[config.mk]
export PLATFORM = sky130hd
export DESIGN_NAME = stc_cell
export DESIGN_NICKNAME = d
export VERILOG_FILES = /design/src/stc_pkg.sv /design/src/stc_cell.sv
export SDC_FILE = /design/constraint.sdc
export NUM_CORES = 1
export LEC_CHECK = 0
export BUFFER_PORTS_ARGS = -buffer_cell sky130_fd_sc_hd__buf_2
export CAP_MARGIN = 5
export CORE_MARGIN = 2
export CORE_UTILIZATION = 30
export CTS_BUF_LIST = sky130_fd_sc_hd__clkbuf_8
export DETAILED_ROUTE_END_ITERATION = 10
export PLACE_DENSITY_LB_ADDON = 0.1
export SLEW_MARGIN = 5
export SYNTH_ARGS = -nofsm -noshare
export SYNTH_HDL_FRONTEND = slang
export SYNTH_SLANG_ARGS = --single-unit
[constraint.sdc]
create_clock -name clk_i -period 1.5 [get_ports clk_i]
set_input_delay 0.3 -clock clk_i [delete_from_list [all_inputs] [get_ports clk_i]]
set_output_delay 0.3 -clock clk_i [all_outputs]
set_load 0.03 [all_outputs]
[src/stc_pkg.sv]
// shared types and constants for the share target divider
`timescale 1ns / 1ps
package stc_pkg;

  localparam int unsigned DIV_W     = 32;   // divisor and remainder width
  localparam int unsigned QUO_W     = 240;  // significant quotient bits
  localparam int unsigned BPC       = 4;    // quotient bits resolved per cell
  localparam int unsigned NUM_CELLS = QUO_W / BPC;
  // dividend 0xffff * 2^224: below bit 240 the top sixteen bits are ones
  localparam int unsigned TOP_ONES  = 16;

  typedef struct packed {
    logic [DIV_W-1:0] div;
    logic [DIV_W-1:0] rem;
    logic [QUO_W-1:0] quo;
  } stage_t;

endpackage

[src/stc_cell.sv]
// one divider cell: resolves four quotient bits by restoring division
`timescale 1ns / 1ps
module stc_cell #(
  parameter int unsigned CELL_IDX = 0
) (
  input  logic            clk_i,
  input  logic            rst_ni,
  input  logic            en_i,
  input  logic            valid_i,
  input  stc_pkg::stage_t stage_i,
  output logic            valid_o,
  output stc_pkg::stage_t stage_o
);

  logic            valid_q;
  stc_pkg::stage_t stage_q;
  stc_pkg::stage_t stage_d;

  always_comb begin
    logic [stc_pkg::DIV_W:0]   trial;
    logic [stc_pkg::DIV_W-1:0] r;
    logic [stc_pkg::BPC-1:0]   qb;
    logic                      dbit;
    r  = stage_i.rem;
    qb = '0;
    for (int j = 0; j < int'(stc_pkg::BPC); j++) begin
      // dividend bit taken in at this step, fixed by the cell position
      dbit  = ((CELL_IDX * stc_pkg::BPC + j) < stc_pkg::TOP_ONES);
      trial = {r, dbit};
      if (trial >= {1'b0, stage_i.div}) begin
        trial = trial - {1'b0, stage_i.div};
        qb[stc_pkg::BPC-1-j] = 1'b1;
      end
      r = trial[stc_pkg::DIV_W-1:0];
    end
    stage_d.div = stage_i.div;
    stage_d.rem = r;
    stage_d.quo = {stage_i.quo[stc_pkg::QUO_W-stc_pkg::BPC-1:0], qb};
  end

  always_ff @(posedge clk_i or negedge rst_ni) begin
    if (!rst_ni) begin
      valid_q <= 1'b0;
    end else if (en_i) begin
      valid_q <= valid_i;
    end
  end

  always_ff @(posedge clk_i) begin
    if (en_i) begin
      stage_q <= stage_d;
    end
  end

  assign valid_o = valid_q;
  assign stage_o = stage_q;

endmodule

== Yosys cells after proc, flatten, opt, wreduce, memory -nomap -nowiden ==
Cells that the tools add are included.

* Flip-flop bits (word level): 305
* Input port bits: 308
* Output and inout port bits: 305
* Logic and storage cells: 21

* Add/sub/neg operators: 4
* Magnitude comparators: 4
* Multiplexer cells: 8

{| class="wikitable"
|+ Operators with widths
! kind !! number
|-
| 33-bit by 32-bit greater-or-equal comparator with 1-bit output || 4
|-
| 32-bit two-way mux || 4
|-
| 32-bit subtractor || 4
|-
| 1-bit two-way mux || 4
|}

== Longest topological paths before layout ==
Gate-level depths: netlist of run 1.

* Word-level depth: 8
* Depth in mapped cells: 56
* Mapped depth without buffers: 48

== Worst setup path after synthesis of run 1 ==
OpenSTA, ideal clock, no wires.

* Kind: input-to-reg
* From: input port stage_i[298] (netlist name)
* To: register stage_q, in the netlist stage_o[245] (data pin)
* Setup time: 0.261 ns
* Arrival time: 11.229 ns
* Data required time: 1.239 ns
* Path slack: -9.989 ns
* Stages on the path: 49
* Path buffers: 7
* Path through: inv_1 > ha_1 > and4_1 > and3_1 > nand3b_1 > or4_1 > o211ai_2 > buf_2 > buf_2 > buf_1 > a21oi_1 > ha_1 > a21oi_1 > nor2_1 > a211oi_1 > o211ai_1 > a21oi_1 > a31oi_1 > [... 13 more ...] > a311o_1 > mux2i_4 > buf_2 > buf_1 > o21ai_0 > ha_1 > a21o_1 > a221oi_1 > a21boi_0 > a22oi_1 > nor4b_1 > o21ai_0 > a211oi_1 > o21a_1 > o211ai_2 > mux2i_4 > inv_2 > a221o_1

{| class="wikitable"
|+ RTL lines
! element !! line !! RTL
|-
| start, declared || stc_cell.sv:10 || <nowiki>input stc_pkg::stage_t stage_i,</nowiki>
|-
| end signal, assigned || stc_cell.sv:51 || <nowiki>stage_q <= stage_d;</nowiki>
|-
| end, declared || stc_cell.sv:16 || <nowiki>stc_pkg::stage_t stage_q;</nowiki>
|}

==> run_results.csv, run 1 <==
group,metric,value,unit
routing,drc,0,
setup_path,critPathMaxStageDelay,470,ps
routing,detail_route.first_pass.iterations,5,
synthesis,synth_cells,1514,
synthesis,yosys.area_share.simple,0.120,
synthesis,ys.flop_type,"edfxtp_1",
sta,fin_crit,9820,ps
routing,drt_iter0_drc,1125,
synthesis,synth_fa_ha_area_frac,0.0946,
sta,tightest_slew,828,ps
setup_path,required,1910,ps
placed_design,place_ws,-9740,ps
synthesis,synthXorXnorAreaFrac,0.0482,
clock_tree,htreeDepth,2,
synthesis,synth.area.mux_share,0.0314,
synthesis,syn_nets,1950,
sta,finalMaxSlewViolations,0,
sta,fin_crit_sh,6.55,
placed_design,hpwl,67.7,mm
routing,routed.top_layer,"met5",
synthesis,synth_edf_count,304,
synthesis,ys_seq_area_frac,0.531,
clock_tree,clk_pin_slew,60,ps
setup_path,end_kind,"flop",
routing,wl_met1,36.5,mm
setup_path,crit_cells,50,
floorplanning,core_area,0.0566,mm^2
floorplanning,start_util,0.305,
clock_tree,cts_buffers,53,
placed_design,numPlacedInstances,3419,
placed_design,placed_area,0.0258,mm^2
cells_and_area,layout-drive-gt1-share,0.501,
setup_path,cp-start-kind,"primary input",
power_and_ir_drop,p_total,70.8,mW
sta,fin_skew,0,ps
cells_and_area,layout.nets,3489,
routing,vias,18600,
cells_and_area,postLayoutCellArea,0.0319,mm^2
synthesis,synthArstFlopShare,0.00328,
synthesis,synth_top_family_by_area,"compound AO/OA/AOI/OAI gates",
sta,fmax,0.102,GHz
synthesis,syn_avg_cell_area,11.4,um^2
global_routing,grt_max_degree,50,
routing,met2_wirelength,40.1,mm
synthesis,synth_compound_area_frac,0.148,
setup_path,crit_fanout,8,
routing,wl_met3,5.50,mm
synthesis,yosysTopAreaCellShare,0.529,
run_status,outcome,"complete, but fails checks",
floorplanning,dieArea,0.0594,mm^2
clock_tree,cts_buffer_depth,3,
clock_tree,cts_sinks,305,
synthesis,synth-seq-cells,305,
cells_and_area,fin_cells,3856,
global_routing,antenna_found_initial,10,
power_and_ir_drop,powerDensity,2220,mW/mm^2
routing,totalWireLength,85.2,mm
setup_path,path_buf_inv,11,
setup_path,slowest_stage,"or4_4",
global_routing,grt_pass1_vias,19000,
power_and_ir_drop,p_leak,14.3,nW
synthesis,yosys_warnings,0,
synthesis,synth_largest_area_cell,"edfxtp_1",
setup_path,path_delay_family,"compound AO/OA/AOI/OAI gates",
setup_path,startpoint,"stage_i[296]",
setup_path,r2r-start,"valid_o$_DFFE_PN0P_",
floorplanning,dieHeight,244,um
synthesis,netlist_top_cells_area,"edfxtp_1 (53%), ha_1 (9.0%), a21oi_1 (3.2%)",
routing,wl_per_cell,22.1,um
sta,tns,-289130,ps
setup_path,cp_data_arrival_time,10230,ps
sta,setup_ws,-8320,ps
min_path,min_path_type,"primary input to flop",
clock_tree,insertion_delay,620,ps
clock_tree,cts-root-buf,"clkbuf_8",
sta,rsz0062_at_grt,"true",
synthesis,synth_area,0.0173,mm^2
global_routing,gr-usage-all-layers,0.275,
setup_path,r2r_cells,1,
placed_design,port_buffers,608,
power_and_ir_drop,peakVddDrop,1.85,mV
floorplanning,ioPinCount,613,
run_status,violations,"setup timing",
sta,slew_headroom,0.439,
sta,setup_violations,225,
flow_run,cap_violations,0,
global_routing,grt_pass1_wl,121,mm
cells_and_area,area_growth,84.7,%
placed_design,place.gp.congestion,0.956,
global_routing,gr-total-overflow,0,
setup_path,worstSetupPathType,"primary input to flop",
synthesis,synth_cell_type_count,72,
min_path,min_from,"stage_i[272]",
clock_tree,cts_tree,"built",
routing,via_per_inst,4.83,
min_path,min_path_cells,2,
floorplanning,fp.dieW,244,um
floorplanning,rows,87,
routing,antenna_left,0,
sta,hold_viol,0,
[cell usage after synthesis, types with 13 or more instances]
master / count
clkbuf_1: 23
nor2b_1: 15
xnor2_1: 63
inv_1: 76
nand3_1: 66
a21oi_1: 112
o21a_1: 30
nor2_1: 121
edfxtp_1: 304
mux2_2: 37
nand4_1: 20
and3_1: 16
nand2_1: 98
o211ai_1: 21
a211oi_1: 14
a21o_1: 25
o21ai_0: 64
ha_1: 124
buf_2: 13
xor2_1: 32
o21bai_1: 19
nor3_1: 31
nand2b_1: 15
[flip-flops by register name, summed over array words and instances (netlist names)]
signal   flops
valid_o      1
stage_o    304
[layer usage]
layer | GRT usage | up-vias
met2 | 0.458 | 620
met1 | 0.356 | 8996
met4 | 0.0958 | 4
met5 | 0 | -
met3 | 0.0545 | 139
li1 | - | 8860
[cells by family after synthesis]
group,count (synthesis)
AND/OR/NAND/NOR,432
flip-flops,305
multiplexers,47
adder cells (fa/ha/maj),128
buffers and inverters,121
XOR/XNOR,95
AO/OA/AOI/OAI,386
[layout make-up]
type                            count  area (um^2)
Clock buffer                       53          729
Sequential cell                   305         9150
Inverter                           78          300
Clock inverter                     44          455
Timing Repair Buffer             1527        11400
Antenna cell                        5         12.5
Multi-Input combinational cell   1088         8880
Fill cell                        5007        24700
Tap cell                          756          946
[cell usage in the layout, fill, tap and decap left out, types with 8 or more instances in the layout]
master,n
a21o_1,25
a21oi_1,89
a21oi_2,18
a31oi_1,8
and3_1,15
buf_12,14
buf_2,552
buf_4,607
buf_6,71
bufinv_16,9
clkbuf_8,53
dlygate4sd3_1,270
edfxtp_1,304
ha_1,80
ha_4,37
inv_1,79
inv_2,12
mux2_2,14
mux2_4,23
nand2_1,95
nand2b_1,13
nand3_1,63
nand4_1,20
nor2_1,112
nor2_2,9
nor2b_1,13
nor3_1,26
o211ai_1,21
o21a_1,29
o21ai_0,56
o21ai_1,9
o21bai_1,18
xnor2_1,62
xor2_1,32
[timing repair]
item,CTS,global route
endpoints found under the setup margin,341,341
endpoints found under the hold margin,272,0
hold buffers,270,0
gates resized for setup,257,87
buffers inserted,41,18
cloned,8,0
pin swaps,43,22
[path summary, 6_finish.rpt]
| check | slack (ps) | endpoint |
|---|---|---|
| max | -8320 | stage_o[253]$_DFFE_PP_ |
| min | 70 | stage_o[272]$_DFFE_PP_ |
| max reg2reg | 710 | valid_o$_DFFE_PN0P_ |
| min reg2reg | 570 | valid_o$_DFFE_PN0P_ |
| max in group asynchronous | 810 | valid_o$_DFFE_PN0P_ |
| min in group asynchronous | 570 | valid_o$_DFFE_PN0P_ |
[where the power goes]
group          switching, mW  internal, mW  total, mW
clock network           3.81          4.92       8.73
registers              0.503          11.6       12.1
logic                   24.8          25.2       50.0
[through the flow]
stage	hold WS [ps]	utilization
floorplan	4.41	-
global placement	78.0	0.456
detailed placement	82.7	0.456
CTS	1.82	0.553
global route	26.6	0.563
finish	68.1	0.563
Power figures use the tool's default switching activity.
==> run 2: changes to the inputs <==
- CORE_AREA: not set -> 2 2 239 241
- CORE_MARGIN: 2 -> not set
- CORE_UTILIZATION: 30 -> not set
- DIE_AREA: not set -> 0 0 241 243
==> run 2 against run 1 <==
- the run still ends with setup timing left
- hold slack got worse by 17 ps
- clock skew unchanged
- cell count increased by 0.10%
- maximum frequency decreased by 0.51%
- power increased by 1.8%
- critical path depth decreased by 1
- combinational power increased by 3%
- via count increased by 2.2%
- sequential power increased by 3%
- critical path type unchanged
- critical endpoint is now stage_o[248]$_DFFE_PP_
- largest cell class unchanged
==> run_results.csv, run 2 (same netlist as run 1, synthesis figures left out) <==
group,metric,value,unit
floorplanning,dieHeight,243,um
global_routing,grt_pass1_wl,124,mm
routing,vias,19000,
setup_path,end_kind,"flop",
placed_design,numPlacedInstances,3410,
clock_tree,clk_pin_slew,60,ps
setup_path,critPathMaxStageDelay,640,ps
clock_tree,cts-root-buf,"clkbuf_8",
sta,setup_ws,-8370,ps
setup_path,cp-start-kind,"primary input",
cells_and_area,fin_cells,3860,
cells_and_area,fin_util,0.596,
placed_design,place.gp.congestion,0.928,
run_status,violations,"setup timing",
global_routing,grt_max_degree,67,
sta,slew_headroom,0.576,
clock_tree,htreeDepth,2,
sta,fin_crit_sh,6.58,
setup_path,worstSetupPathType,"primary input to flop",
setup_path,slowest_stage,"or4_4",
global_routing,antenna_found_initial,17,
flow_run,cap_violations,0,
sta,fin_crit,9870,ps
setup_path,cp_data_arrival_time,10280,ps
sta,finalMaxSlewViolations,0,
global_routing,grt_pass1_vias,19100,
cells_and_area,layout-drive-gt1-share,0.502,
setup_path,path_delay_family,"compound AO/OA/AOI/OAI gates",
sta,setup_violations,252,
sta,tns,-292520,ps
floorplanning,start_util,0.308,
setup_path,r2r_slack,700,ps
min_path,min_path_type,"primary input to flop",
floorplanning,fp.dieW,241,um
clock_tree,cts_sinks,305,
global_routing,gr-usage-all-layers,0.291,
setup_path,required,1910,ps
floorplanning,core_area,0.0560,mm^2
placed_design,hpwl,69.1,mm
routing,drc,0,
cells_and_area,largest_reg_flops,304,
cells_and_area,area_growth,93.4,%
power_and_ir_drop,p_leak,14.7,nW
clock_tree,cts_buffers,52,
power_and_ir_drop,powerDensity,2160,mW/mm^2
routing,detail_route.first_pass.iterations,5,
routing,wl_per_cell,23.6,um
sta,tightest_slew,626,ps
sta,whs,51.4,ps
clock_tree,cts_buffer_depth,3,
floorplanning,rows,87,
sta,fmax,0.101,GHz
setup_path,crit_fanout,7,
floorplanning,dieArea,0.0586,mm^2
routing,drt_iter0_drc,1074,
setup_path,path_buf_inv,10,
placed_design,port_buffers,608,
sta,rsz0062_at_grt,"true",
routing,via_per_inst,4.93,
sta,hold_viol,0,
routing,totalWireLength,91.0,mm
sta,fin_skew,0,ps
cells_and_area,layout.nets,3486,
run_status,outcome,"complete, but fails checks",
cells_and_area,mostFrequentLayoutCell,"buf_4",
clock_tree,insertion_delay,640,ps
clock_tree,cts_tree,"built",
cells_and_area,final_cell_mix,"buf_4 (613), buf_6 (329), edfxtp_1 (304)",
power_and_ir_drop,peakVddDrop,1.59,mV
routing,antenna_left,0,
floorplanning,ioPinCount,613,
global_routing,gr-total-overflow,0,
-- run 2: changes by cell type in the layout (fill, tap and decap cells not counted), sizes merged --
cell / previous run / this run
buf: 1255 / 1252
bufbuf: 2 / 0
bufinv: 9 / 5
clkbuf: 53 / 52
clkinv: 13 / 18
clkinvlp: 4 / 3
diode: 5 / 14
dlygate4sd3: 270 / 271
inv: 96 / 94
o211ai: 23 / 25
-- run 2: path summary, 6_finish.rpt --
| kind | startpoint | endpoint | cells past startpoint |
|---|---|---|---|
| setup / recovery | stage_i[296] | stage_o[248]$_DFFE_PP_ | 49 |
| hold / removal | stage_i[292] | stage_o[292]$_DFFE_PP_ | 2 |
| setup reg to reg | valid_o$_DFFE_PN0P_ | valid_o$_DFFE_PN0P_ | 1 |
| hold reg to reg | valid_o$_DFFE_PN0P_ | valid_o$_DFFE_PN0P_ | 1 |
| max in group asynchronous | rst_ni | valid_o$_DFFE_PN0P_ | 3 |
| min in group asynchronous | rst_ni | valid_o$_DFFE_PN0P_ | 3 |
-- run 2: cell type report --
class / count / area [um^2]
antenna: 14 / 35.0
clock buffer: 52 / 716
timing repair buffer: 1523 / 12900
inverter: 78 / 328
fill: 4713 / 22600
clock inverter: 42 / 345
sequential: 305 / 9150
multi-input combinational: 1090 / 8940
tap: 756 / 946
-- run 2: timing repair --
action	4_1_cts	5_1_grt
setup buffers	45	24
endpoints found under the hold margin	271	0
endpoints found under the setup margin	341	341
hold buffers	271	0
resized for setup	288	852
cloned	6	1
pin swaps	55	68
-- run 2: per-stage QoR --
step,power (mW),setup WS (ps),cell area (um^2)
after floorplan,35.0,-8680,17500
after global placement,55.1,-9590,25700
after detailed placement,55.3,-9630,25700
after CTS,68.6,-8170,31200
after global routing,76.3,-8690,33300
final,72.0,-8370,33400
-- run 2: report_power, final --
part	switching [mW]	internal, mW	total, mW
Clock	3.91	4.16	8.08
Sequential	0.867	11.6	12.5
Combinational	25.4	26.1	51.5
Total	30.2	41.9	72.0
-- run 2: metal layers --
metal | up-vias | track usage | part of all wire
met1 | 9275 | 0.393 | 0.44
met5 | - | 0.00253 | 0.00025
li1 | 8874 | - | -
met3 | 177 | 0.0513 | 0.064
met2 | 703 | 0.451 | 0.46
met4 | 4 | 0.135 | 0.045
==> run 3: changes to the inputs <==
==> constraint.sdc (replaced) <==
create_clock -name clk_i -period 1.5 [get_ports clk_i]
set_input_delay 0 -clock clk_i [delete_from_list [all_inputs] [get_ports clk_i]]
set_output_delay 0 -clock clk_i [all_outputs]
set_load 0.03 [all_outputs]
==> run 3 against run 2 <==
- the flow still finishes with violations (setup timing)
- combinational power is essentially flat
- worst setup slack better by 380 ps
- clock skew unchanged
- via count fell by 0.14%
- non-clock buffer count increased by 18
- count of clock-buffer cells in the layout increased by 2
- sequential cell count did not move
- critical path depth unchanged
- critical path type unchanged
- largest power group unchanged
==> run_results.csv, run 3 (same netlist as run 1, synthesis figures left out) <==
group,metric,value,unit
routing,vias,19000,
sta,finalMaxSlewViolations,0,
sta,slew_headroom,0.443,
clock_tree,cts_sinks,305,
cells_and_area,layout-drive-gt1-share,0.487,
placed_design,port_buffers,608,
setup_path,critPathMaxStageDelay,600,ps
global_routing,grt_max_degree,46,
floorplanning,rows,87,
setup_path,cp_data_arrival_time,9900,ps
cells_and_area,layout.nets,3505,
global_routing,antenna_found_initial,17,
clock_tree,clk_pin_slew,60,ps
routing,via_per_inst,4.91,
cells_and_area,fin_util,0.562,
sta,rsz0062_at_grt,"true",
cells_and_area,mostFrequentLayoutCell,"buf_4",
sta,fin_crit_sh,6.33,
placed_design,placed_area,0.0258,mm^2
min_path,min_path_type,"primary input to flop",
floorplanning,dieArea,0.0586,mm^2
floorplanning,dieHeight,243,um
clock_tree,insertion_delay,650,ps
routing,detail_route.first_pass.iterations,5,
sta,whs,44.8,ps
cells_and_area,postLayoutCellArea,0.0314,mm^2
power_and_ir_drop,p_leak,14.1,nW
clock_tree,cts_buffers,54,
setup_path,worstSetupPathType,"primary input to flop",
global_routing,grt_pass1_wl,124,mm
sta,fmax,0.105,GHz
global_routing,grt_pass1_vias,19000,
placed_design,place_ws,-9100,ps
sta,hold_viol,0,
placed_design,numPlacedInstances,3418,
sta,setup_violations,37,
clock_tree,cts_tree,"built",
clock_tree,cts-root-buf,"clkbuf_8",
sta,fin_crit,9490,ps
floorplanning,core_area,0.0560,mm^2
sta,fin_skew,0,ps
clock_tree,cts_buffer_depth,3,
floorplanning,fp.dieW,241,um
setup_path,required,1910,ps
setup_path,crit_fanout,7,
routing,drc,0,
global_routing,gr-total-overflow,0,
sta,tightest_slew,824,ps
setup_path,r2r_slack,180,ps
routing,totalWireLength,88.0,mm
cells_and_area,area_growth,82.1,%
routing,antenna_left,0,
power_and_ir_drop,powerDensity,2250,mW/mm^2
run_status,outcome,"complete, but fails checks",
clock_tree,htreeDepth,2,
placed_design,hpwl,69.2,mm
floorplanning,start_util,0.308,
global_routing,gr-usage-all-layers,0.289,
setup_path,slowest_stage,"or4_4",
routing,drt_iter0_drc,1149,
floorplanning,ioPinCount,613,
placed_design,place.gp.congestion,0.947,
run_status,violations,"setup timing",
setup_path,cp-start-kind,"primary input",
flow_run,cap_violations,0,
sta,setup_ws,-7990,ps
setup_path,end_kind,"flop",
cells_and_area,final_cell_mix,"buf_4 (604), buf_2 (595), edfxtp_1 (304)",
cells_and_area,fin_cells,3874,
power_and_ir_drop,peakVddDrop,1.80,mV
routing,wl_per_cell,22.7,um
cells_and_area,largest_reg_flops,304,
-- run 3: cell types whose count changed in the layout (fill, tap and decap cells not counted), sizes merged --
cell	before	now
o211ai	25	24
dlygate4sd3	271	296
clkinv	18	16
diode	14	7
inv	94	100
clkbuf	52	55
buf	1252	1244
bufinv	5	1
clkinvlp	3	5
-- run 3: worst paths after layout --
check / from / end / cells past startpoint
setup / recovery: stage_i[298] / stage_o[248]$_DFFE_PP_ / 49
hold / removal: stage_i[284] / stage_o[284]$_DFFE_PP_ / 2
setup reg to reg: valid_o$_DFFE_PN0P_ / valid_o$_DFFE_PN0P_ / 2
hold reg to reg: valid_o$_DFFE_PN0P_ / valid_o$_DFFE_PN0P_ / 2
max in group asynchronous: rst_ni / valid_o$_DFFE_PN0P_ / 3
min in group asynchronous: rst_ni / valid_o$_DFFE_PN0P_ / 3
-- run 3: power by group --
part	switching (mW)	total, mW	internal (mW)
Sequential	0.576	12.1	11.6
Combinational	25.7	51.3	25.5
Clock	3.79	7.36	3.57
Total	30.1	70.8	40.7
-- run 3: worst max-delay path: cells and delay by family --
| kind | cells | cell delay [ps] |
|---|---|---|
| buf+inv | 10 | 1330 |
| compound gates | 19 | 3590 |
| simple gates | 11 | 2740 |
| fa+ha+maj | 5 | 1350 |
| mux | 4 | 850 |
-- run 3: routing by layer --
layer	global-route usage	up-vias	part of all wire	wire length [um]
li1	-	8907	-	-
met1	0.403	9260	0.45	39500
met2	0.458	704	0.45	39900
met3	0.0376	131	0.060	5320
met4	0.103	4	0.038	3320
met5	0	-	0.00035	31
-- run 3: timing repair --
action | 4_1_cts | 5_1_grt
resized for setup | 160 | 80
buffers inserted | 33 | 17
pin swaps | 29 | 32
cloned | 6 | 1
endpoints found under the hold margin | 470 | 0
endpoints found under the setup margin | 45 | 37
hold buffers | 296 | 0
-- run 3: final cells by class --
| cell class | count | area [um^2] |
|---|---|---|
| antenna | 7 | 17.5 |
| clock buffer | 54 | 743 |
| clock inverter | 44 | 236 |
| fill | 5006 | 24500 |
| inverter | 78 | 312 |
| multi-input combinational | 1089 | 8780 |
| sequential | 305 | 9150 |
| tap | 756 | 946 |
| timing repair buffer | 1541 | 11200 |
-- run 3: metrics by stage --
stage               power [mW]  setup TNS (ps)
global placement          55.6         -304520
CTS                       68.5         -263910
detailed placement        55.7         -308470
finish                    70.8         -268680
global route              74.9         -279970
floorplan                 35.0         -283120
